**src/rtl/psu_pkg.sv**
```systemverilog
`timescale 1ns / 1ps
// ============================================================================
// PNG scanline unfilter package
// Shared widths, register indexes, filter codes, the stage record passed from
// the row controller to the reconstruction stage, and the Paeth predictor.
// ============================================================================
package psu_pkg;

    localparam int BYTE_W = 8;
    localparam int BPP_W  = 4;
    localparam int LINE_W = 14;
    localparam int CFG_W  = LINE_W;

    localparam int DEF_MAX_LINE_BYTES  = 8192;
    localparam int DEF_MAX_PIXEL_BYTES = 8;

    // Configuration register indexes.
    localparam logic CFG_BYTES_PER_PIXEL = 1'b0;
    localparam logic CFG_LINE_BYTES      = 1'b1;

    typedef enum logic [2:0] {
        FILT_NONE  = 3'd0,
        FILT_SUB   = 3'd1,
        FILT_UP    = 3'd2,
        FILT_AVG   = 3'd3,
        FILT_PAETH = 3'd4
    } filter_t;

    // One request held between the input side and the reconstruction stage.
    typedef struct packed {
        logic              is_error;
        filter_t           filter;
        logic              first_row;
        logic              last;
        logic              has_left;
        logic [BYTE_W-1:0] data;
    } stage_t;

    function automatic logic [BYTE_W-1:0] paeth_pred(
        input logic [BYTE_W-1:0] a,
        input logic [BYTE_W-1:0] b,
        input logic [BYTE_W-1:0] c
    );
        logic signed [10:0] da;
        logic signed [10:0] db;
        logic signed [10:0] dc;
        logic [9:0]         pa;
        logic [9:0]         pb;
        logic [9:0]         pc;
        logic [BYTE_W-1:0]  res;
        da = $signed({3'b000, b}) - $signed({3'b000, c});
        db = $signed({3'b000, a}) - $signed({3'b000, c});
        dc = $signed({3'b000, a}) + $signed({3'b000, b}) - $signed({2'b00, c, 1'b0});
        pa = (da < 0) ? 10'(-da) : 10'(da);
        pb = (db < 0) ? 10'(-db) : 10'(db);
        pc = (dc < 0) ? 10'(-dc) : 10'(dc);
        // Ties go to left, then above, then upper-left.
        if ((pa <= pb) && (pa <= pc)) begin
            res = a;
        end else if (pb <= pc) begin
            res = b;
        end else begin
            res = c;
        end
        return res;
    endfunction

endpackage

```
**src/rtl/psu_recon.sv**
```systemverilog
`timescale 1ns / 1ps
// ============================================================================
// PNG scanline unfilter reconstruction stage
// Keeps the left and upper-left byte history, forms the filter prediction,
// adds it to the filtered byte and holds the result in the output register.
// ============================================================================
module psu_recon #(
    parameter int MAX_PIXEL_BYTES = psu_pkg::DEF_MAX_PIXEL_BYTES,
    parameter int SEL_W           = (MAX_PIXEL_BYTES > 1) ? $clog2(MAX_PIXEL_BYTES) : 1
) (
    input  logic                       clk,
    input  logic                       rst_n,
    input  logic                       s1_valid,
    input  psu_pkg::stage_t            s1_item,
    input  logic [SEL_W-1:0]           s1_sel,
    input  logic [psu_pkg::BYTE_W-1:0] above,
    output logic                       out_free,
    output logic                       wr_en,
    output logic [psu_pkg::BYTE_W-1:0] wr_data,
    output logic                       out_valid,
    input  logic                       out_ready,
    output logic [psu_pkg::BYTE_W-1:0] recon_byte,
    output logic                       end_of_row,
    output logic                       status
);
    import psu_pkg::*;

    // Entry k holds the byte k+1 positions back in the current row.
    logic [BYTE_W-1:0] left_reg [0:MAX_PIXEL_BYTES-1];
    logic [BYTE_W-1:0] upleft_reg [0:MAX_PIXEL_BYTES-1];

    logic              out_valid_reg, out_valid_next;
    logic [BYTE_W-1:0] recon_reg;
    logic              eor_reg;
    logic              status_reg;

    logic              advance;
    logic [BYTE_W-1:0] a;
    logic [BYTE_W-1:0] b;
    logic [BYTE_W-1:0] c;
    logic [BYTE_W:0]   ab_sum;
    logic [BYTE_W-1:0] pred;
    logic [BYTE_W-1:0] recon;

    assign out_free = !out_valid_reg || out_ready;
    assign advance  = s1_valid && out_free;

    assign b      = s1_item.first_row ? '0 : above;
    assign a      = s1_item.has_left ? left_reg[s1_sel] : '0;
    assign c      = s1_item.has_left ? upleft_reg[s1_sel] : '0;
    assign ab_sum = {1'b0, a} + {1'b0, b};

    always_comb
    begin
        unique case (s1_item.filter)
            FILT_SUB:   pred = a;
            FILT_UP:    pred = b;
            FILT_AVG:   pred = ab_sum[BYTE_W:1];
            FILT_PAETH: pred = paeth_pred(a, b, c);
            default:    pred = '0;
        endcase
    end

    assign recon   = s1_item.data + pred;
    assign wr_en   = advance && !s1_item.is_error;
    assign wr_data = recon;

    always_ff @(posedge clk)
    begin
        if (wr_en)
        begin
            left_reg[0]   <= recon;
            upleft_reg[0] <= b;
            for (int i = 1; i < MAX_PIXEL_BYTES; i++)
            begin
                left_reg[i]   <= left_reg[i-1];
                upleft_reg[i] <= upleft_reg[i-1];
            end
        end
    end

    assign out_valid_next = advance ? 1'b1 : (out_ready ? 1'b0 : out_valid_reg);

    always_ff @(posedge clk or negedge rst_n)
    begin
        if (!rst_n)
        begin
            out_valid_reg <= 1'b0;
        end
        else
        begin
            out_valid_reg <= out_valid_next;
        end
    end

    always_ff @(posedge clk)
    begin
        if (advance)
        begin
            if (s1_item.is_error)
            begin
                recon_reg  <= '0;
                eor_reg    <= 1'b0;
                status_reg <= 1'b1;
            end
            else
            begin
                recon_reg  <= recon;
                eor_reg    <= s1_item.last;
                status_reg <= 1'b0;
            end
        end
    end

    assign out_valid  = out_valid_reg;
    assign recon_byte = recon_reg;
    assign end_of_row = eor_reg;
    assign status     = status_reg;

endmodule

```
**config.mk**
```make
export PLATFORM = sky130hd
export DESIGN_NAME = psu_recon
export DESIGN_NICKNAME = d
export VERILOG_FILES = /design/src/rtl/psu_pkg.sv /design/src/rtl/psu_recon.sv
export SDC_FILE = /design/constraint.sdc
export NUM_CORES = 1
export LEC_CHECK = 0
export BUFFER_PORTS_ARGS = -buffer_cell sky130_fd_sc_hd__buf_2
export CORE_AREA = 2 2 141 115
export CTS_CLUSTER_SIZE = 16
export DETAILED_ROUTE_END_ITERATION = 6
export DIE_AREA = 0 0 143 117
export PLACE_DENSITY = 0.77
export REMOVE_ABC_BUFFERS = 1
export SYNTH_ARGS = -nofsm -noshare
export SYNTH_HDL_FRONTEND = slang
export SYNTH_SLANG_ARGS = --single-unit
```
**constraint.sdc**
```tcl
create_clock -name clk -period 18 [get_ports clk]
set_clock_uncertainty 0.1 [all_clocks]
set_input_delay 3.6 -clock clk [delete_from_list [all_inputs] [get_ports clk]]
set_output_delay 3.6 -clock clk [all_outputs]
set_load 0.03 [all_outputs]
```
# After elaboration in Yosys (flattened, before gate mapping)
# Memory sizes are Yosys's and may differ from the RTL's.
# Index checks and enable logic that the tools add are counted.
# word_totals
register_bits	11
ramBits	128
in_bits	30
memories	2
# memory_table
name	depth	word_bits	read_ports	rd_clocked_by_memory_dff	wr	line	source
left_reg	8	8	8	0	8	psu_recon.sv:29	logic [BYTE_W-1:0] left_reg [0:MAX_PIXEL_BYTES-1];
upleft_reg	8	8	8	0	8	psu_recon.sv:30	logic [BYTE_W-1:0] upleft_reg [0:MAX_PIXEL_BYTES-1];
# classes
n_addsub	9
order_cmp	6
eq_ne	4
muxes	14
n_reduce_logical	7
# ops
cell	count
8-bit 2-to-1 mux	5
8-bit case mux with 4 select lines	1
10-bit less-or-equal comparator	3
10-bit 2-to-1 mux	3
9-bit negation with 10-bit output	2
8-bit by 8-bit adder with 9-bit output	2
9-bit by 1-bit less-than comparator with 1-bit output (second input constant)	2
8-bit by 8-bit subtractor with 9-bit output	2
10-bit by 1-bit less-than comparator with 1-bit output (second input constant)	1
10-bit negation	1
9-bit by 9-bit subtractor with 10-bit output	1
8-bit adder	1
3-bit by 2-bit equality test with 1-bit output (second input constant)	2
1-bit 2-to-1 mux	5
3-bit by 1-bit equality test with 1-bit output (second input constant)	1
3-bit equality test (second input constant)	1
1-bit logical AND	3
1-bit zero test	2
2-bit nonzero test	1
1-bit logical OR	1

# Longest topological paths before layout
# An unclocked memory read counts as a cell.
# logic_depth
ltp_word	11
depth_mapped	42
mapped_depth_nobuf	38

# Worst setup path before layout
# OpenSTA, ideal clock, no wires.
# synth_path
path_type	input -> output
start	input port s1_sel[0]
end	output port wr_data[7] in the netlist's numbering
arrival_ns	11.921
required_ns	14.300
setup_slack_ns	2.379
cell_stages	37
n_path_buf	4
path_cell_list	clkbuf_1 -> buf_1 -> clkbuf_1 -> mux4_2 -> mux2_2 -> nand2_1 -> inv_1 -> ha_1 -> fa_1 -> nor2b_1 -> o311a_1 -> or4b_2 -> o2111ai_1 -> or4_1 -> or4_1 -> ha_1 -> nor2b_1 -> o21ai_0 -> o41ai_1 -> nor3_1 -> o22ai_1 -> or4_1 -> clkbuf_8 -> o21bai_1 -> nand2_1 -> nand3_1 -> ha_1 -> a21o_1 -> a21oi_1 -> o21bai_1 -> a21oi_1 -> o21bai_1 -> a21oi_1 -> xor2_1 -> nor3_1 -> o21bai_1 -> nand3_1
# synth_via
elab_chain_len	11
# synth_rtl
item	line	source
start, declared	psu_recon.sv:15	input logic [SEL_W-1:0] s1_sel,
memory read 8 x 8 bit	n/a	
8-bit 2-to-1 mux	psu_recon.sv:49	assign a = s1_item.has_left ? left_reg[s1_sel] : '0;
8-bit by 8-bit adder with 9-bit output	psu_pkg.sv:53, psu_recon.sv:51	
9-bit by 9-bit subtractor with 10-bit output	psu_pkg.sv:53	dc = $signed({3'b000, a}) + $signed({3'b000, b}) - $signed({2'b00, c, 1'b0});
10-bit negation or 10-bit by 1-bit less-than comparator with 1-bit output (tied branches)	psu_pkg.sv:56	pc = (dc < 0) ? 10'(-dc) : 10'(dc);
10-bit 2-to-1 mux	psu_pkg.sv:56	
10-bit less-or-equal comparator (on tied branches)	psu_pkg.sv:60, psu_pkg.sv:58	
8-bit 2-to-1 mux or 1-bit logical AND (tied branches)	psu_pkg.sv:60, psu_pkg.sv:58	
8-bit 2-to-1 mux	psu_pkg.sv:58	if ((pa <= pb) && (pa <= pc)) begin
8-bit case mux with 4 select lines (*)	psu_recon.sv:55	unique case (s1_item.filter)
8-bit adder (*)	psu_recon.sv:64	assign recon = s1_item.data + pred;
end, declared	psu_recon.sv:19	output logic [psu_pkg::BYTE_W-1:0] wr_data,
# Mark *: on every way between the ends. The rest lies on a longest branch, timed or not.

# Worst setup path after layout
# Ends and elaborated chain as after synthesis.

==> impl_metrics.yaml <==
routing:
  drt_pass1_iterations: 5
  dr_wl_met2_um: 9040
  antenna_left: 0
  via_per_inst: 6.10
  drt-total-wl_um: 19700
  met1_length_um: 8850
  vias: 5914
  drc: 0
  top_layer: "met4"
  wl_per_cell_um: 20.3
  first_iter_violations: 589
  route.met3.wl_um: 1720
synth:
  synthAdderAreaFrac: 0.124
  yosys.area.top_type: "edfxtp_1"
  synth_most_common_cell: "edfxtp_1"
  synthMuxAreaShare: 0.119
  yosysWarnings: 0
  synth-edff-count: 138
  yosysTopAreaCellShare: 0.476
  synth_xor_area_frac: 0.0480
  syn_area_per_cell_um2: 12.8
  synthTopCellsByArea: "edfxtp_1, ha_1, mux4_2"
  synthArstFlopShare: 0.00719
  ys_seq_area_frac: 0.478
  synthTopCellsByCount: "edfxtp_1, ha_1, inv_1, nand2_1, mux4_2"
  synth-compound-area-share: 0.0979
  ys.flop_type: "edfxtp_1"
  synth_area_um2: 8710
  synth_top_family_by_area: "adder cells"
  synthSimpleGateAreaFrac: 0.0988
  ys_types: 69
  syn_inst: 682
  ys_ff_latch: 139
floorplanning:
  rows: 41
  die_w_um: 143
  pin_count: 51
  fp.dieArea_um2: 16700
  start_util: 0.564
  die_y_um: 117
  coreArea_um2: 15400
final_layout:
  area_delta_synth_final_pct: 12.0
  nNetsFinal: 852
  stdcell_count: 970
  fillers: 1143
  seq_area_um2: 4170
  layout-drive-gt1-share: 0.203
  multi_input_area_um2: 4270
  n_antenna_cell: 0
timing:
  setup_violations: 0
  min_period_over_period: 0.907
  rsz0062_at_grt: "no"
  final.setup.tns_ns: 0
  finalMaxSlewViolations: 0
  hold_viol_final: 0
  max_freq_mhz: 61.3
  layout_min_cycle_time_ns: 16.32
  slew_headroom: 0.287
  tightest_slew_ns: 1.07
worst_setup_path:
  crit_path_start: "s1_sel[0]"
  cp-end-kind: "primary output"
  start_kind: "input pin"
  slowest_stage: "or4_1"
  crit_fanout: 22
  slowest_delay_ns: 0.79
  worstPathArrival_ns: 12.62
  cp_data_required_time_ns: 14.30
  cpMostUsedCell: "a21oi_1"
  r2r-start: "upleft_reg[6][0]"
  critical_path_class: "in -> out"
clocking:
  root_buffer: "clkbuf_16"
  cts_made_buffers: 17
  clk_pin_slew_ns: 0.07
  cts_buffer_depth: 2
  cts.sinks: 139
  insertion_delay_ns: 0.42
  hold_buffers: 0
  cts_tree: "done"
  cts_resized: 0
  cts-htree-levels: 4
  postCtsSetupBuffers: 0
job:
  cap_violations: 0
worst_hold_path:
  min_from: "left_reg[2][6]"
  hp-class: "reg -> reg"
placed_design:
  place_congestion: 0.904
  post-dp-hpwl_um: 14400
  io_buffer_count: 50
  dp_cells: 938
power_and_ir_drop:
  finalPower_mw: 1.17
  power_density_nw_per_um2: 120
  peakVddDrop_mv: 0.0921
  p_leak_nw: 3.84
grt:
  antenna_found_initial: 0
  grt_usage: 0.251
  grt_overflow_total: 0
  grt_first_pass_wirelength_um: 31800
  grt_max_degree: 89
  grt_pass1_vias: 5797
status:
  status: "finished, final reports clean"
[stage by stage]
step                utilization  area, um2  hold slack [ns]  setup WS (ns)
global route              0.632       9760            0.358          0.919
global placement          0.596       9200            0.325           2.14
CTS                       0.632       9760            0.345           1.74
floorplan                     -       8640            0.321           3.77
finish                    0.632       9760            0.345           1.68
detailed placement        0.596       9200            0.330           1.83
[critical path, delay by kind of cell]
| kind | cells | cell delay, ns |
|---|---|---|
| adder cells (fa/ha/maj) | 4 | 1.18 |
| XOR/XNOR | 2 | 0.47 |
| AND/OR/NAND/NOR | 13 | 2.78 |
| buffers and inverters | 4 | 0.96 |
| AO/OA/AOI/OAI | 13 | 2.56 |
| multiplexers | 3 | 1.07 |
[cell usage in the layout, fill, tap and decap left out, types with 4 or more instances in the layout]
cell type | synthesis | routed
a31oi_1 | 4 | 4
mux2i_1 | 19 | 19
o21ai_0 | 25 | 25
clkinvlp_4 | 0 | 4
nor4_1 | 4 | 4
mux4_2 | 32 | 32
o21bai_1 | 7 | 7
buf_4 | 1 | 4
nand2_1 | 34 | 34
nor3b_1 | 4 | 4
a21oi_1 | 30 | 30
o21a_1 | 9 | 9
or4_1 | 4 | 4
nor2b_1 | 28 | 27
o22ai_1 | 6 | 6
conb_1 | 2 | 4
ha_1 | 69 | 69
and3_1 | 4 | 4
nand2b_1 | 11 | 11
xor2_1 | 15 | 15
buf_2 | 0 | 50
mux2_2 | 11 | 11
a22oi_1 | 4 | 4
inv_1 | 55 | 55
nand3_1 | 8 | 8
a21o_1 | 11 | 11
fa_1 | 11 | 11
xnor2_1 | 25 | 25
clkbuf_16 | 0 | 17
nor3_1 | 9 | 9
nor2_1 | 30 | 30
or2_2 | 6 | 6
edfxtp_1 | 138 | 138
[cell families after synthesis]
logic type | count (synthesis)
and+or+nand+nor | 161
xor gates and xnor gates | 43
DFF | 139
muxes | 62
adders and majority gates | 80
AOI/OAI and AO/OA | 125
other | 2
buffers and inverters | 70
[metal layers]
layer | up-vias | GRT usage
li1 | 2692 | -
met1 | 2863 | 0.382
met2 | 340 | 0.389
met3 | 19 | 0.0403
met4 | 0 | 0.0495
met5 | - | 0
[layout make-up]
cell class | count | area share
tap | 215 | 0.0276
clock inverter | 15 | 0.0141
clock buffer | 17 | 0.0436
sequential | 139 | 0.427
multi-input combinational | 475 | 0.438
inverter | 55 | 0.0212
timing repair buffer | 54 | 0.0287
[final timing paths]
kind                                  endpoint  slack [ns]  depth (start not counted)
max in group asynchronous            out_valid       14.87                          1
worst max register to register  left_reg[0][7]        9.13                         37
worst max-delay path                wr_data[7]        1.68                         39
worst min register to register  left_reg[3][6]        0.35                          0
min in group asynchronous            out_valid        2.84                          1
worst min-delay path            left_reg[3][6]        0.35                          0
[power by group]
group	leakage [nW]	switching, mW	internal (mW)
combinational	2.28	0.277	0.188
clock	0.265	0.147	0.181
sequential	1.30	0.00614	0.374
total	3.84	0.431	0.743
Note: power is estimated with default switching activity, not from simulation.
