==> config.mk <==
export PLATFORM = sky130hd
export DESIGN_NAME = psu_row_ctrl
export DESIGN_NICKNAME = d
export VERILOG_FILES = /design/src/rtl/psu_pkg.sv /design/src/rtl/psu_row_ctrl.sv
export SDC_FILE = /design/constraint.sdc
export NUM_CORES = 1
export LEC_CHECK = 0
export BUFFER_PORTS_ARGS = -buffer_cell sky130_fd_sc_hd__buf_2
export CAP_MARGIN = 20
export CORE_UTILIZATION = 30
export DETAILED_ROUTE_END_ITERATION = 8
export GPL_TIMING_DRIVEN = 0
export PLACE_DENSITY_LB_ADDON = 0.12
export SYNTH_ARGS = -nofsm -noshare
export SYNTH_HDL_FRONTEND = slang
export SYNTH_SLANG_ARGS = --single-unit
==> constraint.sdc <==
create_clock -name clk -period 9.4 [get_ports clk]
set_clock_uncertainty 0.15 [all_clocks]
set_input_delay 0.47 -clock clk [delete_from_list [all_inputs] [get_ports clk]]
set_output_delay 0.47 -clock clk [all_outputs]
set_load 0.01 [all_outputs]
==> src/rtl/psu_pkg.sv <==
`timescale 1ns / 1ps
// ============================================================================
// PNG scanline unfilter package
// Shared widths, register indexes, filter codes, the stage record passed from
// the row controller to the reconstruction stage, and the Paeth predictor.
// ============================================================================
package psu_pkg;

    localparam int BYTE_W = 8;
    localparam int BPP_W  = 4;
    localparam int LINE_W = 14;
    localparam int CFG_W  = LINE_W;

    localparam int DEF_MAX_LINE_BYTES  = 8192;
    localparam int DEF_MAX_PIXEL_BYTES = 8;

    // Configuration register indexes.
    localparam logic CFG_BYTES_PER_PIXEL = 1'b0;
    localparam logic CFG_LINE_BYTES      = 1'b1;

    typedef enum logic [2:0] {
        FILT_NONE  = 3'd0,
        FILT_SUB   = 3'd1,
        FILT_UP    = 3'd2,
        FILT_AVG   = 3'd3,
        FILT_PAETH = 3'd4
    } filter_t;

    // One request held between the input side and the reconstruction stage.
    typedef struct packed {
        logic              is_error;
        filter_t           filter;
        logic              first_row;
        logic              last;
        logic              has_left;
        logic [BYTE_W-1:0] data;
    } stage_t;

    function automatic logic [BYTE_W-1:0] paeth_pred(
        input logic [BYTE_W-1:0] a,
        input logic [BYTE_W-1:0] b,
        input logic [BYTE_W-1:0] c
    );
        logic signed [10:0] da;
        logic signed [10:0] db;
        logic signed [10:0] dc;
        logic [9:0]         pa;
        logic [9:0]         pb;
        logic [9:0]         pc;
        logic [BYTE_W-1:0]  res;
        da = $signed({3'b000, b}) - $signed({3'b000, c});
        db = $signed({3'b000, a}) - $signed({3'b000, c});
        dc = $signed({3'b000, a}) + $signed({3'b000, b}) - $signed({2'b00, c, 1'b0});
        pa = (da < 0) ? 10'(-da) : 10'(da);
        pb = (db < 0) ? 10'(-db) : 10'(db);
        pc = (dc < 0) ? 10'(-dc) : 10'(dc);
        // Ties go to left, then above, then upper-left.
        if ((pa <= pb) && (pa <= pc)) begin
            res = a;
        end else if (pb <= pc) begin
            res = b;
        end else begin
            res = c;
        end
        return res;
    endfunction

endpackage

==> src/rtl/psu_row_ctrl.sv <==
`timescale 1ns / 1ps
// ============================================================================
// PNG scanline unfilter row controller
// Holds the configuration registers and the row state, takes input requests,
// issues the line store read and loads the reconstruction stage register.
// ============================================================================
module psu_row_ctrl #(
    parameter int MAX_LINE_BYTES  = psu_pkg::DEF_MAX_LINE_BYTES,
    parameter int MAX_PIXEL_BYTES = psu_pkg::DEF_MAX_PIXEL_BYTES,
    parameter int ADDR_W          = $clog2(MAX_LINE_BYTES),
    parameter int SEL_W           = (MAX_PIXEL_BYTES > 1) ? $clog2(MAX_PIXEL_BYTES) : 1
) (
    input  logic                       clk,
    input  logic                       rst_n,
    input  logic                       cfg_we,
    input  logic                       cfg_index,
    input  logic [psu_pkg::CFG_W-1:0]  cfg_wdata,
    input  logic                       in_valid,
    output logic                       in_ready,
    input  logic [psu_pkg::BYTE_W-1:0] in_byte,
    input  logic                       start_of_image,
    input  logic                       out_free,
    output logic                       s1_valid,
    output psu_pkg::stage_t            s1_item,
    output logic [ADDR_W-1:0]          s1_idx,
    output logic [SEL_W-1:0]           s1_sel,
    output logic                       rd_en,
    output logic [ADDR_W-1:0]          rd_addr
);
    import psu_pkg::*;

    localparam int CNT_W = $clog2(MAX_LINE_BYTES + 1);
    localparam int CW    = (CNT_W > LINE_W) ? CNT_W : LINE_W;
    localparam logic [CW-1:0]    MAX_LEN_C = CW'(MAX_LINE_BYTES);
    localparam logic [BPP_W-1:0] MAX_BPP_C = BPP_W'(MAX_PIXEL_BYTES);

    logic [BPP_W-1:0]  bpp_reg;
    logic [LINE_W-1:0] line_reg;
    logic              expect_filter_reg, expect_filter_next;
    logic [ADDR_W-1:0] idx_reg, idx_next;
    filter_t           filter_reg, filter_next;
    logic              first_row_reg, first_row_next;
    logic              error_hold_reg, error_hold_next;
    logic              s1_valid_reg, s1_valid_next;
    stage_t            s1_item_reg, s1_item_next;
    logic [ADDR_W-1:0] s1_idx_reg;
    logic [SEL_W-1:0]  s1_sel_reg;

    logic [BPP_W-1:0] bpp_eff;
    logic [CW-1:0]    line_ext;
    logic [CW-1:0]    len_eff;
    logic             last;
    logic             has_left;
    logic             advance;
    logic             accept;
    logic             load_s1;
    logic             eff_expect;
    logic             eff_hold;

    // Out-of-range settings are clamped into the supported range.
    assign bpp_eff  = (bpp_reg == '0) ? BPP_W'(1) :
                      ((bpp_reg > MAX_BPP_C) ? MAX_BPP_C : bpp_reg);
    assign line_ext = CW'(line_reg);
    assign len_eff  = (line_ext == '0) ? CW'(1) :
                      ((line_ext > MAX_LEN_C) ? MAX_LEN_C : line_ext);
    assign last     = (CW'(idx_reg) + CW'(1)) >= len_eff;
    assign has_left = CW'(idx_reg) >= CW'(bpp_eff);

    assign advance  = s1_valid_reg && out_free;
    assign in_ready = !s1_valid_reg || advance;
    assign accept   = in_valid && in_ready;

    assign eff_expect = start_of_image || expect_filter_reg;
    assign eff_hold   = !start_of_image && error_hold_reg;

    always_comb
    begin
        expect_filter_next = expect_filter_reg;
        idx_next           = idx_reg;
        filter_next        = filter_reg;
        first_row_next     = first_row_reg;
        error_hold_next    = error_hold_reg;
        load_s1            = 1'b0;
        rd_en              = 1'b0;
        s1_item_next.is_error  = 1'b0;
        s1_item_next.filter    = filter_reg;
        s1_item_next.first_row = first_row_reg;
        s1_item_next.last      = last;
        s1_item_next.has_left  = has_left;
        s1_item_next.data      = in_byte;
        if (accept)
        begin
            if (start_of_image)
            begin
                // A new image abandons any row in progress.
                expect_filter_next = 1'b1;
                idx_next           = '0;
                filter_next        = FILT_NONE;
                first_row_next     = 1'b1;
                error_hold_next    = 1'b0;
            end
            if (!eff_hold)
            begin
                if (eff_expect)
                begin
                    if (in_byte > BYTE_W'(FILT_PAETH))
                    begin
                        error_hold_next       = 1'b1;
                        load_s1               = 1'b1;
                        s1_item_next.is_error = 1'b1;
                    end
                    else
                    begin
                        filter_next        = filter_t'(in_byte[2:0]);
                        expect_filter_next = 1'b0;
                        idx_next           = '0;
                    end
                end
                else
                begin
                    load_s1 = 1'b1;
                    rd_en   = 1'b1;
                    if (last)
                    begin
                        expect_filter_next = 1'b1;
                        first_row_next     = 1'b0;
                    end
                    else
                    begin
                        idx_next = idx_reg + ADDR_W'(1);
                    end
                end
            end
        end
    end

    assign s1_valid_next = load_s1 ? 1'b1 : (advance ? 1'b0 : s1_valid_reg);

    always_ff @(posedge clk or negedge rst_n)
    begin
        if (!rst_n)
        begin
            bpp_reg           <= BPP_W'(1);
            line_reg          <= LINE_W'(1);
            expect_filter_reg <= 1'b1;
            idx_reg           <= '0;
            filter_reg        <= FILT_NONE;
            first_row_reg     <= 1'b1;
            error_hold_reg    <= 1'b0;
            s1_valid_reg      <= 1'b0;
        end
        else
        begin
            if (cfg_we && (cfg_index == CFG_BYTES_PER_PIXEL))
            begin
                bpp_reg <= cfg_wdata[BPP_W-1:0];
            end
            if (cfg_we && (cfg_index == CFG_LINE_BYTES))
            begin
                line_reg <= cfg_wdata[LINE_W-1:0];
            end
            expect_filter_reg <= expect_filter_next;
            idx_reg           <= idx_next;
            filter_reg        <= filter_next;
            first_row_reg     <= first_row_next;
            error_hold_reg    <= error_hold_next;
            s1_valid_reg      <= s1_valid_next;
        end
    end

    always_ff @(posedge clk)
    begin
        if (load_s1)
        begin
            s1_item_reg <= s1_item_next;
            s1_idx_reg  <= idx_reg;
            s1_sel_reg  <= SEL_W'(bpp_eff - BPP_W'(1));
        end
    end

    assign rd_addr  = idx_reg;
    assign s1_valid = s1_valid_reg;
    assign s1_item  = s1_item_reg;
    assign s1_idx   = s1_idx_reg;
    assign s1_sel   = s1_sel_reg;

endmodule

# Word level (Yosys, flattened, before mapping)
# Index checks and enable logic that the tools add are counted.
[totals]
regBits = 69
out_inout_bits = 47
elab_cells = 75
[classes]
mux = 35
order_cmp = 5
n_reduce_logical = 13
add_sub_neg = 3
bitwise_logic = 3
[op_table]
columns = ["operator", "count"]
rows = [
  ["13-bit two-way mux", 5],
  ["14-bit two-way mux", 2],
  ["1-bit two-way mux", 22],
  ["13-bit by 1-bit adder with 14-bit output (second input constant)", 1],
  ["14-bit greater-or-equal comparator", 1],
  ["14-bit greater-than comparator (second input constant)", 1],
  ["14-bit logical NOT", 1],
  ["13-bit by 1-bit adder with 13-bit output (second input constant)", 1],
  ["13-bit by 4-bit greater-or-equal comparator with 1-bit output", 1],
  ["3-bit two-way mux", 4],
  ["8-bit by 3-bit greater-than comparator with 1-bit output (second input constant)", 1],
  ["4-bit two-way mux", 2],
  ["1-bit logical AND", 5],
  ["4-bit greater-than comparator (second input constant)", 1],
  ["4-bit logical NOT", 1],
  ["1-bit NOT", 3],
  ["3-bit OR reduction", 1],
  ["3-bit by 1-bit subtractor with 3-bit output (second input constant)", 1],
  ["1-bit logical NOT", 2],
  ["1-bit logical OR", 2],
  ["2-bit nonzero test", 1],
]

# Logic depth before layout (Yosys ltp)
# Gate-level depths: netlist (run 1).
[logic_depth]
depth_word = 7
mapped_depth = 15

# Worst setup path before layout (run 1)
# OpenSTA, ideal clock, no wires.
[synth_path]
path_kind = "reg2reg"
start = "reg idx_reg[2] (netlist: rd_addr[2])"
end = "reg idx_reg[10] (netlist: rd_addr[10])"
path_stages_with_launch = 14
path_slack_ps = 5900
arrival_ps = 3231
synth_period_minus_slack_ps = 3500
path_cell_list = "dfrtp_1 > nand3_4 > or4_4 > or2_4 > xnor2_1 > ha_1 > a21oi_1 > o21a_1 > o21ai_0 > a21oi_1 > inv_1 > a221o_1 > clkbuf_1 > a21o_1"
[synth_via]
elab_chain_cells = 5
elab_cells_between_ends = 6
classes_between = "2 x add/sub; 1 x order compare; 3 x mux"
[synth_lines]
columns = ["element", "line", "text"]
rows = [
  ["start: declaration", "psu_row_ctrl.sv:40", "logic [ADDR_W-1:0] idx_reg, idx_next;"],
  ["start signal: assignment", "psu_row_ctrl.sv:163", "idx_reg <= idx_next;"],
  ["13-bit by 1-bit adder with 14-bit output", "psu_row_ctrl.sv:66", "assign last = (CW'(idx_reg) + CW'(1)) >= len_eff;"],
  ["14-bit greater-or-equal comparator", "psu_row_ctrl.sv:66", ""],
  ["via last", "psu_row_ctrl.sv:52", "logic last;"],
  ["13-bit two-way mux", "psu_row_ctrl.sv:123", "if (last)"],
  ["13-bit two-way mux", "psu_row_ctrl.sv:104", "if (eff_expect)"],
  ["13-bit two-way mux", "psu_row_ctrl.sv:102", "if (!eff_hold)"],
]
# The timed path passes the listed nets, and every way through them passes these cells.
# A chain may end at the register's enable or synchronous reset.

# Final worst setup path (run 1)
[layout_path]
start = "reg idx_reg[2] (netlist: rd_addr[2])"
end = "reg idx_reg[6] (netlist: rd_addr[6])"
# The elaborated chain is that of the path after synthesis.

==> results of run 1 <==
## worst max-delay path, stage by stage (launching register included)
cell                       delay (ns)
sky130_fd_sc_hd__dfrtp_1         0.55
sky130_fd_sc_hd__nand3_4         0.16
sky130_fd_sc_hd__or4_4           0.61
sky130_fd_sc_hd__or2_4           0.28
sky130_fd_sc_hd__xnor2_1         0.22
sky130_fd_sc_hd__ha_1            0.29
sky130_fd_sc_hd__a21oi_1         0.16
sky130_fd_sc_hd__o21a_1          0.15
sky130_fd_sc_hd__o21ai_0         0.12
sky130_fd_sc_hd__a21oi_1         0.28
sky130_fd_sc_hd__inv_1           0.14
sky130_fd_sc_hd__a221o_1         0.41
sky130_fd_sc_hd__clkbuf_1        0.26
sky130_fd_sc_hd__a21o_1          0.24
## power breakdown
part	switching, W	internal, W	leakage [nW]
combinational	0.000119	0.000106	1.06
clock	0.000134	0.000207	0.146
sequential	0.0000326	0.000368	0.768
## cell usage after synthesis
library cell	instances	area, um^2
sky130_fd_sc_hd__or2_4	1	8.76
sky130_fd_sc_hd__or4_2	1	8.76
sky130_fd_sc_hd__and2_1	1	6.26
sky130_fd_sc_hd__a21o_1	11	82.6
sky130_fd_sc_hd__o41ai_1	1	8.76
sky130_fd_sc_hd__or3_2	2	15.0
sky130_fd_sc_hd__o21ai_1	1	5.00
sky130_fd_sc_hd__a211oi_1	3	22.5
sky130_fd_sc_hd__and3_1	3	18.8
sky130_fd_sc_hd__edfxtp_1	31	931
sky130_fd_sc_hd__buf_4	2	15.0
sky130_fd_sc_hd__buf_2	1	5.00
sky130_fd_sc_hd__clkbuf_2	1	5.00
sky130_fd_sc_hd__a211o_2	1	10.0
sky130_fd_sc_hd__a221oi_1	1	8.76
sky130_fd_sc_hd__clkbuf_1	3	11.3
sky130_fd_sc_hd__a21oi_1	17	85.1
sky130_fd_sc_hd__a22o_1	1	8.76
sky130_fd_sc_hd__mux2_2	18	203
sky130_fd_sc_hd__nor2_1	14	52.6
sky130_fd_sc_hd__nand2_1	46	173
sky130_fd_sc_hd__nor2b_1	2	12.5
sky130_fd_sc_hd__o21ai_0	11	55.1
sky130_fd_sc_hd__a221o_1	1	10.0
sky130_fd_sc_hd__nand2b_1	4	25.0
sky130_fd_sc_hd__nand3_4	1	17.5
sky130_fd_sc_hd__buf_1	1	3.75
sky130_fd_sc_hd__nor3b_1	2	15.0
sky130_fd_sc_hd__a211o_1	1	8.76
sky130_fd_sc_hd__or3_1	6	37.5
sky130_fd_sc_hd__a32o_1	1	10.0
sky130_fd_sc_hd__dfstp_2	4	105
sky130_fd_sc_hd__nor4_1	5	31.3
sky130_fd_sc_hd__nor3_1	5	25.0
sky130_fd_sc_hd__xor2_1	2	17.5
sky130_fd_sc_hd__inv_1	11	41.3
sky130_fd_sc_hd__or2_2	3	18.8
sky130_fd_sc_hd__bufbuf_16	3	97.6
sky130_fd_sc_hd__xnor2_1	8	70.1
sky130_fd_sc_hd__o21a_1	2	15.0
sky130_fd_sc_hd__or4_4	1	11.3
sky130_fd_sc_hd__nand4_1	4	25.0
sky130_fd_sc_hd__nand3_1	4	20.0
sky130_fd_sc_hd__dfrtp_1	34	851
sky130_fd_sc_hd__ha_1	20	250
## per-layer routing
layer  up-vias  share of wire [%]
met2        71                 43
met5         -                  0
met4         0                2.0
li1       1238                  -
met1      1141                 49
met3        11                6.6
## worst max path at each step
| stage | start | to | slack, ns | cells after the start |
|---|---|---|---|---|
| floorplan | rd_addr[2] | rd_addr[10] | 5.90 | 13 |
| global placement | rd_addr[2] | rd_addr[7] | 5.33 | 13 |
| detailed placement | rd_addr[2] | rd_addr[7] | 5.34 | 13 |
| CTS | rd_addr[2] | rd_addr[7] | 5.27 | 13 |
| global route | rd_addr[2] | rd_addr[8] | 5.01 | 13 |
| finish | rd_addr[2] | rd_addr[6] | 5.28 | 13 |
## kinds of logic (layout without fill, tap and decap cells)
family / Yosys count / after routing / synth area share, %
flip-flops: 69 / 69 / 54.6
AND/OR/NAND/NOR: 105 / 105 / 15.1
buffers and inverters: 22 / 113 / 5.17
multiplexers: 18 / 18 / 5.86
XOR/XNOR: 10 / 10 / 2.53
AO/OA/AOI/OAI: 52 / 52 / 9.55
adder cells (fa/ha/maj): 20 / 20 / 7.24
## stage by stage
step | utilization (%) | setup slack, ns | std cells | hold WS, ns
2_1_floorplan | - | 5.90 | 296 | 0.0244
3_3_place_gp | 36.3 | 5.33 | 511 | 0.284
3_5_place_dp | 36.4 | 5.34 | 511 | 0.283
4_1_cts | 39.1 | 5.27 | 527 | 0.144
5_1_grt | 39.1 | 5.01 | 527 | 0.166
6_report | 39.1 | 5.28 | 527 | 0.0987
## layout make-up
cell class,count,area (um^2)
Clock buffer,9,225
Sequential cell,69,1890
Buffer,11,138
Timing Repair Buffer,75,375
Tap cell,140,175
Clock inverter,7,73.8
Inverter,11,41.3
Multi-Input combinational cell,205,1400
Fill cell,1096,6720
==> impl_metrics.csv, run 1 <==
group,metric,value,unit
cells_and_area,area_delta_synth_final,24.8,%
sta,setup-violations-final,0,
pwr,power,0.000966,W
global_routing,grt.met1_usage,18.3,%
cts,clk_path_buf_depth,2,
placement,dpl_cell_area,4020,um^2
placement,gp_routability_congestion,0.736,
synthesis,synth_area,3460,um^2
sta,maxSlewHeadroom,40.8,%
global_routing,gr_layer_usage_met3,4.15,%
sta,tns,0,ns
placement,port_buffers,75,
worst_setup_path,rr_endpoint,"rd_addr[6]",
sta,layout_min_cycle_time,4.12,ns
cts,ctsHoldBuffers,0,
min_path,hold_path.class,"in -> async",
cts,clock_insertion_delay_worst_skew,0.34,ns
sta,rsz0062_at_grt,"false",
die,core.rowCount,38,
drt,dr.first_iter.drc_count,94,
die,total_die_area,12000,um^2
drt,route.vias.total,2461,
synthesis,synth_area_per_inst,11.7,um^2
synthesis,syn-num-nets,345,
worst_setup_path,worstSetupPathType,"reg -> reg",
synthesis,synth.distinct_cells,45,
run,maxCapViolCount,0,
die,boundaryPins,76,
global_routing,globalRoute.totalOverflow,0,
worst_setup_path,setup.reg_to_reg.worst_slack,5.28,ns
global_routing,first_global_vias,2434,
worst_setup_path,timing.reg2reg.worst_path_depth,13,
cts,cts_max_level,3,
die,initial_utilization,31.4,%
worst_setup_path,worstSetupStartpointType,"flop",
drt,totalWireLength,7.40,mm
sta,timing.fmax,243,MHz
run_status,outcome,"completed",
global_routing,globalRouteMet2Util,20.8,%
drt,drt_pre_antenna_iters,4,
pwr,power_per_cell_area,224,nW/um^2
die,fp.dieW,109,um
cts,cts.reportedPaths.clkPinSlew,0.06,ns
synthesis,synth-warning-count,0,
cells_and_area,layout.cells.most_common,"sky130_fd_sc_hd__buf_2",
cts,cts_buffers,9,
cts,post_cts_resized,0,
cells_and_area,most-common-layout-cells,"sky130_fd_sc_hd__buf_2 (76), sky130_fd_sc_hd__nand2_1 (46), sky130_fd_sc_hd__dfrtp_1 (34), sky130_fd_sc_hd__edfxtp_1 (31), sky130_fd_sc_hd__ha_1 (20)",
global_routing,grt_first_pass_wirelength,12.3,mm
synthesis,synthesized_flop_and_latch_total,69,
cells_and_area,design_area,4320,um^2
drt,routedWlPerCell,14.0,um
cts,post_cts_buffers,0,
worst_setup_path,path_max_fanout,10,
synthesis,syn-instance-count,296,
sta,share_of_the_cycle_needed_by_the_critical_path_after_routing,43.8,%
cells_and_area,final_layout_size_suffix_gt1_share,33.9,%
drt,post_drt_via_cell_ratio,4.67,
global_routing,grt_max_degree,39,
worst_setup_path,cp.required,9.48,ns
placement,dpl.hpwl,5.44,mm
die,die_h,109,um
drt,detail-route-antenna-nets,0,
cts,cts_num_sinks,69,
drt,drcViolationCount,0,
pwr,worst_ir_drop_vdd,0.0768,mV
worst_setup_path,worst-endpoint-arrival,4.19,ns
global_routing,grt-busiest-layer,"met2",
sta,finalHoldViolCount,0,
cts,cts_root_buffer,"sky130_fd_sc_hd__clkbuf_16",
global_routing,antenna_found_initial,0,
cells_and_area,largest_register_ffs,15,
cts,cts_tree,"built",
synthesis,ys_seq_area_share,54.6,%
sta,worst-slew-pin-transition,0.886,ns
die,design.core.area,11000,um^2
global_routing,grtUsageTotal,13.9,%
cells_and_area,fin_nets,431,
sta,slew_violations,0,
pwr,total_leakage_power,1.97,nW
worst_setup_path,worst_setup_path_end_kind,"flop",
worst_setup_path,crit-reg2reg-launch,"rd_addr[2]",
cells_and_area,n_antenna_cell,0,
Note: power is estimated with default switching activity, not from simulation.
==> run 2, diff against run 1 <==
==> constraint.sdc (replaced) <==
create_clock -name clk -period 3.3 [get_ports clk]
set_clock_uncertainty 0.15 [all_clocks]
set_input_delay 0.165 -clock clk [delete_from_list [all_inputs] [get_ports clk]]
set_output_delay 0.165 -clock clk [all_outputs]
set_load 0.01 [all_outputs]
==> run 2 against run 1 <==
Effect of this change: the flow now finishes with violations (negative setup slack); via count increased by 5.8%; setup slack worse by 5.3 ns; largest cell class unchanged; count of clock-buffer cells in the layout did not move; non-clock buffer count rose by 43; die area unchanged.
==> impl_metrics.csv, run 2 (synthesis results as in run 1) <==
group,metric,value,unit
run_status,outcome,"finished, violations left",
run_status,violations,"negative setup slack",
die,fp.dieW,109,um
cts,cts_tree,"built",
drt,dr_wl_met2,3.53,mm
cts,cts_root_buffer,"sky130_fd_sc_hd__clkbuf_16",
worst_setup_path,worst_path_max_delay_cell,"sky130_fd_sc_hd__or4_4",
cells_and_area,final_layout_size_suffix_gt1_share,39.3,%
drt,detailroute.wirelength.met3,303,um
die,boundaryPins,76,
sta,share_of_the_cycle_needed_by_the_critical_path_after_routing,101,%
placement,port_buffers,75,
die,core.rowCount,38,
global_routing,grtUsageTotal,14.1,%
die,die_h,109,um
worst_setup_path,setup.reg_to_reg.worst_slack,-0.04,ns
sta,pnr_worst_setup_slack,-0.0360,ns
cells_and_area,n_antenna_cell,0,
min_path,hold_path.class,"in -> reg",
sta,slew_violations,0,
min_path,hold_path_startpoint,"out_free",
drt,drt_pre_antenna_iters,4,
cts,cts_max_level,3,
sta,maxSlewHeadroom,39.9,%
cells_and_area,fin_nets,474,
worst_setup_path,crit-reg2reg-launch,"rd_addr[1]",
run,maxCapViolCount,0,
drt,dr.first_iter.drc_count,74,
drt,routedWlPerCell,13.6,um
worst_setup_path,critPathMostFrequentCell,"sky130_fd_sc_hd__a21oi_2",
die,total_die_area,12000,um^2
cts,clock_insertion_delay_worst_skew,0.34,ns
sta,finalHoldViolCount,0,
worst_setup_path,timing.reg2reg.worst_path_depth,13,
min_path,whs_endpoint,"s1_valid",
drt,totalWireLength,7.77,mm
drt,drcViolationCount,0,
placement,dpl.hpwl,5.46,mm
pwr,worst_ir_drop_vdd,0.250,mV
cells_and_area,area_delta_synth_final,37.2,%
global_routing,grt_max_degree,39,
sta,setup-violations-final,12,
min_path,hold_path_depth,3,
cts,cts.reportedPaths.clkPinSlew,0.06,ns
worst_setup_path,path_max_fanout,5,
die,initial_utilization,31.4,%
pwr,total_leakage_power,2.17,nW
worst_setup_path,crit_path_cell_trace,"nand3_4 > or4_4 > or2_4 > xnor2_2 > ha_1 > a21oi_2 > o21a_1 > o21ai_2 > a21oi_2 > inv_2 > a221o_2 > buf_8 > a21o_1",
global_routing,globalRoute.totalOverflow,0,
worst_setup_path,worstSetupStartpointType,"flop",
cells_and_area,largest_register_ffs,15,
global_routing,grt_first_pass_wirelength,12.6,mm
cells_and_area,layout.cells.most_common,"sky130_fd_sc_hd__buf_2",
worst_setup_path,worstSetupStartpoint,"rd_addr[1]",
sta,layout_min_cycle_time,3.34,ns
worst_setup_path,worst-endpoint-arrival,3.41,ns
worst_setup_path,critical_path.max_stage_delay,0.51,ns
die,design.core.area,11000,um^2
sta,tns,-0.248,ns
sta,timing.fmax,300,MHz
sta,worst-slew-pin-transition,0.901,ns
worst_setup_path,worst_setup_path_end_kind,"flop",
cts,cts_num_sinks,69,
sta,rsz0062_at_grt,"true",
global_routing,first_global_vias,2531,
drt,route.vias.total,2603,
drt,met1Wirelength,3.81,mm
worst_setup_path,cp.required,3.37,ns
drt,detail-route-antenna-nets,0,
cts,clk_path_buf_depth,2,
placement,gp_routability_congestion,0.745,
cts,cts_buffers,9,
pwr,power_per_cell_area,608,nW/um^2
worst_setup_path,worstSetupPathType,"reg -> reg",
drt,post_drt_via_cell_ratio,4.57,
drt,topRoutingLayerUsed,"met4",
worst_setup_path,rr_endpoint,"rd_addr[7]",
cells_and_area,most-common-layout-cells,"sky130_fd_sc_hd__buf_2 (76), sky130_fd_sc_hd__nand2_1 (45), sky130_fd_sc_hd__edfxtp_1 (31), sky130_fd_sc_hd__dfrtp_1 (28), sky130_fd_sc_hd__dlygate4sd3_1 (24)",
pwr,power,0.00288,W
global_routing,antenna_found_initial,0,
==> run 2: changes by cell type in the layout (fill, tap and decap cells not counted), moves of 2 or more <==
cell                            change
sky130_fd_sc_hd__dlygate4sd3_1     +24
sky130_fd_sc_hd__buf_4             +20
sky130_fd_sc_hd__dfrtp_1            -6
sky130_fd_sc_hd__dfrtp_2            +6
sky130_fd_sc_hd__a21oi_1            -2
sky130_fd_sc_hd__a21oi_2            +2
sky130_fd_sc_hd__buf_8              +2
sky130_fd_sc_hd__bufbuf_16          -2
sky130_fd_sc_hd__inv_6              +2
sky130_fd_sc_hd__o21ai_0            -2
==> run 2: cell type report <==
| type | count | area, um^2 |
|---|---|---|
| Buffer | 7 | 75.1 |
| Fill cell | 1088 | 6290 |
| Tap cell | 140 | 175 |
| Inverter | 11 | 41.3 |
| Clock buffer | 9 | 225 |
| Sequential cell | 69 | 1890 |
| Clock inverter | 7 | 78.8 |
| Timing Repair Buffer | 122 | 796 |
| Multi-Input combinational cell | 205 | 1460 |
==> run 2: worst max-delay path, delay by kind of cell (launching register included) <==
family,cells,cell delay [ns]
AO/OA/AOI/OAI,6,1.11
AND/OR/NAND/NOR,3,0.86
XOR/XNOR,1,0.14
flip-flops,1,0.43
adder cells (fa/ha/maj),1,0.32
buffers and inverters,2,0.22
==> run 2: repair_timing <==
action                                  in CTS  in global routing
endpoints found under the setup margin      13                 14
hold endpoints to repair                    64                  0
setup buffers                               14                  8
gates resized for setup                     11                  9
hold buffers                                24                  0
gates cloned                                 1                  0
pin swaps                                   18                  9
==> run 2: worst max-delay path by stage <==
stage / end / slack [ns] / cells after the start
after floorplan: rd_addr[8] / 0.007 / 13
after global placement: s1_sel[1] / -0.45 / 5
after detailed placement: rd_addr[7] / -0.36 / 13
after CTS: rd_addr[7] / -0.11 / 13
after global routing: rd_addr[7] / -0.14 / 13
final: rd_addr[7] / -0.04 / 13
==> run 2: power breakdown <==
| group | total (W) | switching (W) | internal [W] |
|---|---|---|---|
| registers | 0.00114 | 0.0000856 | 0.00105 |
| clock network | 0.000991 | 0.000396 | 0.000595 |
| logic | 0.000757 | 0.000385 | 0.000372 |
| total | 0.00288 | 0.000866 | 0.00202 |
==> run 2: layer usage <==
| metal | GRT usage (%) | up-vias |
|---|---|---|
| met3 | 3.62 | 11 |
| met1 | 19.0 | 1209 |
| li1 | - | 1330 |
| met5 | 0 | - |
| met4 | 5.81 | 0 |
| met2 | 21.4 | 53 |
==> run 2: through the flow <==
step / std cells / utilization, % / setup slack [ns] / hold WS, ns / area, um^2
after floorplan: 296 / - / 0.00705 / -0.281 / 3480
after global placement: 511 / 36.5 / -0.445 / 0.195 / 4030
after detailed placement: 511 / 36.6 / -0.363 / 0.200 / 4030
after CTS: 564 / 42.4 / -0.112 / 0.0346 / 4670
after global routing: 570 / 43.0 / -0.142 / 0.0820 / 4740
final: 570 / 43.0 / -0.0360 / 0.0305 / 4740
==> run 3, diff against run 2 <==
--- a/config.mk
+++ b/config.mk
@@ -11,6 +11,8 @@
 export DETAILED_ROUTE_END_ITERATION = 8
 export GPL_TIMING_DRIVEN = 0
 export PLACE_DENSITY_LB_ADDON = 0.12
+export SLEW_MARGIN = 20
 export SYNTH_ARGS = -nofsm -noshare
 export SYNTH_HDL_FRONTEND = slang
 export SYNTH_SLANG_ARGS = --single-unit
+export TNS_END_PERCENT = 50
==> run 3 against run 2 <==
Effect of this change: the flow still finishes with violations (negative setup slack); non-clock buffer count fell by 1; maximum frequency rose by 0.40%; hold slack improved by 0.019 ns; die area did not move; critical path type unchanged; largest power group unchanged.
==> impl_metrics.csv, run 3 (synthesis results as in run 1) <==
group,metric,value,unit
run_status,outcome,"finished, violations left",
run_status,violations,"negative setup slack",
drt,post_drt_via_cell_ratio,4.60,
worst_setup_path,timing.reg2reg.worst_path_depth,12,
cells_and_area,final_layout_size_suffix_gt1_share,39.2,%
drt,drt_pre_antenna_iters,4,
cts,clock_insertion_delay_worst_skew,0.34,ns
sta,timing.fmax,301,MHz
run,maxCapViolCount,0,
min_path,hold_path_depth,3,
sta,pnr_worst_setup_slack,-0.0228,ns
global_routing,grt_first_pass_wirelength,12.7,mm
global_routing,globalRoute.totalOverflow,0,
cts,cts_tree,"built",
cts,cts.reportedPaths.clkPinSlew,0.06,ns
die,boundaryPins,76,
pwr,power_per_cell_area,610,nW/um^2
global_routing,antenna_found_initial,0,
sta,finalHoldViolCount,0,
die,die_h,109,um
sta,setup-violations-final,12,
sta,layout_min_cycle_time,3.32,ns
cts,cts_root_buffer,"sky130_fd_sc_hd__clkbuf_16",
cts,cts_max_level,3,
worst_setup_path,rr_endpoint,"rd_addr[2]",
sta,slew_violations,0,
die,core.rowCount,38,
die,fp.dieW,109,um
global_routing,grtUsageTotal,14.3,%
die,design.core.area,11000,um^2
placement,port_buffers,75,
sta,maxSlewHeadroom,41.0,%
placement,dpl.hpwl,5.44,mm
cells_and_area,largest_register_ffs,15,
die,initial_utilization,31.4,%
drt,route.vias.total,2617,
drt,totalWireLength,7.82,mm
worst_setup_path,worstSetupPathType,"reg -> reg",
worst_setup_path,crit-reg2reg-launch,"rd_addr[0]",
drt,dr.first_iter.drc_count,97,
worst_setup_path,path_max_fanout,5,
placement,gp_routability_congestion,0.745,
worst_setup_path,worst-endpoint-arrival,3.39,ns
sta,share_of_the_cycle_needed_by_the_critical_path_after_routing,101,%
placement,placement.setup.worst_slack,-0.369,ns
cells_and_area,fin_nets,473,
pwr,total_leakage_power,2.17,nW
drt,routedWlPerCell,13.7,um
min_path,whs_endpoint,"first_row_reg",
cts,cts_buffers,9,
sta,tns,-0.195,ns
sta,worst-slew-pin-transition,0.885,ns
worst_setup_path,setup.reg_to_reg.worst_slack,-0.02,ns
worst_setup_path,cp.required,3.37,ns
cells_and_area,most-common-layout-cells,"sky130_fd_sc_hd__buf_2 (76), sky130_fd_sc_hd__nand2_1 (44), sky130_fd_sc_hd__edfxtp_1 (31), sky130_fd_sc_hd__dfrtp_1 (28), sky130_fd_sc_hd__dlygate4sd3_1 (24)",
global_routing,first_global_vias,2527,
global_routing,grt_max_degree,39,
drt,drcViolationCount,0,
drt,detail-route-antenna-nets,0,
cells_and_area,n_antenna_cell,0,
cells_and_area,layout.cells.most_common,"sky130_fd_sc_hd__buf_2",
pwr,worst_ir_drop_vdd,0.255,mV
sta,hold_slack,0.0498,ns
cts,clk_path_buf_depth,2,
worst_setup_path,worst_setup_path_end_kind,"flop",
cells_and_area,final_core_util,43.0,%
min_path,hold_path.class,"in -> reg",
cts,cts_num_sinks,69,
cells_and_area,area_delta_synth_final,37.1,%
worst_setup_path,worstSetupStartpointType,"flop",
min_path,hold_path_startpoint,"start_of_image",
die,total_die_area,12000,um^2
sta,rsz0062_at_grt,"true",
run 3: worst max-delay path by stage:
stage,start,end,slack (ns)
floorplan,rd_addr[2],rd_addr[8],0.007
global placement,s1_valid,s1_sel[1],-0.45
detailed placement,rd_addr[2],rd_addr[7],-0.37
CTS,rd_addr[6],rd_addr[7],-0.11
global route,rd_addr[1],rd_addr[5],-0.15
finish,rd_addr[0],rd_addr[2],-0.02
run 3: report_power, final:
part	internal (W)	switching (W)	total, W
Sequential	0.00105	0.0000841	0.00113
Combinational	0.000381	0.000387	0.000768
Clock	0.000595	0.000396	0.000991
run 3: cell type report:
type / count / area [um^2]
Buffer: 8 / 88.8
Clock buffer: 9 / 225
Clock inverter: 7 / 78.8
Fill cell: 1103 / 6290
Inverter: 11 / 41.3
Multi-Input combinational cell: 205 / 1440
Sequential cell: 69 / 1890
Tap cell: 140 / 175
Timing Repair Buffer: 120 / 793
run 3: repair_timing:
action / 4_1_cts / 5_1_grt
cloned: 1 / 0
endpoints found under the setup margin: 13 / 13
endpoints found under the hold margin: 64 / 0
pin swaps: 18 / 9
gates resized for setup: 13 / 6
hold buffers: 24 / 0
setup buffers: 16 / 3
run 3: stage by stage:
| stage | power, W | instance area (um^2) | cells |
|---|---|---|---|
| 2_1_floorplan | 0.00159 | 3480 | 296 |
| 3_3_place_gp | 0.00180 | 4030 | 511 |
| 3_5_place_dp | 0.00182 | 4050 | 512 |
| 4_1_cts | 0.00291 | 4720 | 567 |
| 5_1_grt | 0.00306 | 4740 | 569 |
| 6_report | 0.00289 | 4740 | 569 |
run 3: worst max-delay path, stage by stage (launching register included):
cell and delay (ns):
sky130_fd_sc_hd__dfrtp_2 0.41, sky130_fd_sc_hd__nand3_4 0.08, sky130_fd_sc_hd__or4_4 0.53, sky130_fd_sc_hd__or2_4 0.27
sky130_fd_sc_hd__xnor2_2 0.14, sky130_fd_sc_hd__ha_1 0.31, sky130_fd_sc_hd__a21oi_2 0.13, sky130_fd_sc_hd__o21a_1 0.13
sky130_fd_sc_hd__o21ai_2 0.06, sky130_fd_sc_hd__a21oi_2 0.15, sky130_fd_sc_hd__inv_2 0.06, sky130_fd_sc_hd__a221o_2 0.47
sky130_fd_sc_hd__a211o_2 0.31
run 3: metal layers:
| metal | global-route usage (%) | share of wire, % |
|---|---|---|
| met2 | 22.2 | 46 |
| met4 | 5.14 | 1.3 |
| met3 | 3.79 | 3.7 |
| met1 | 19.2 | 49 |
| met5 | 0 | 0 |
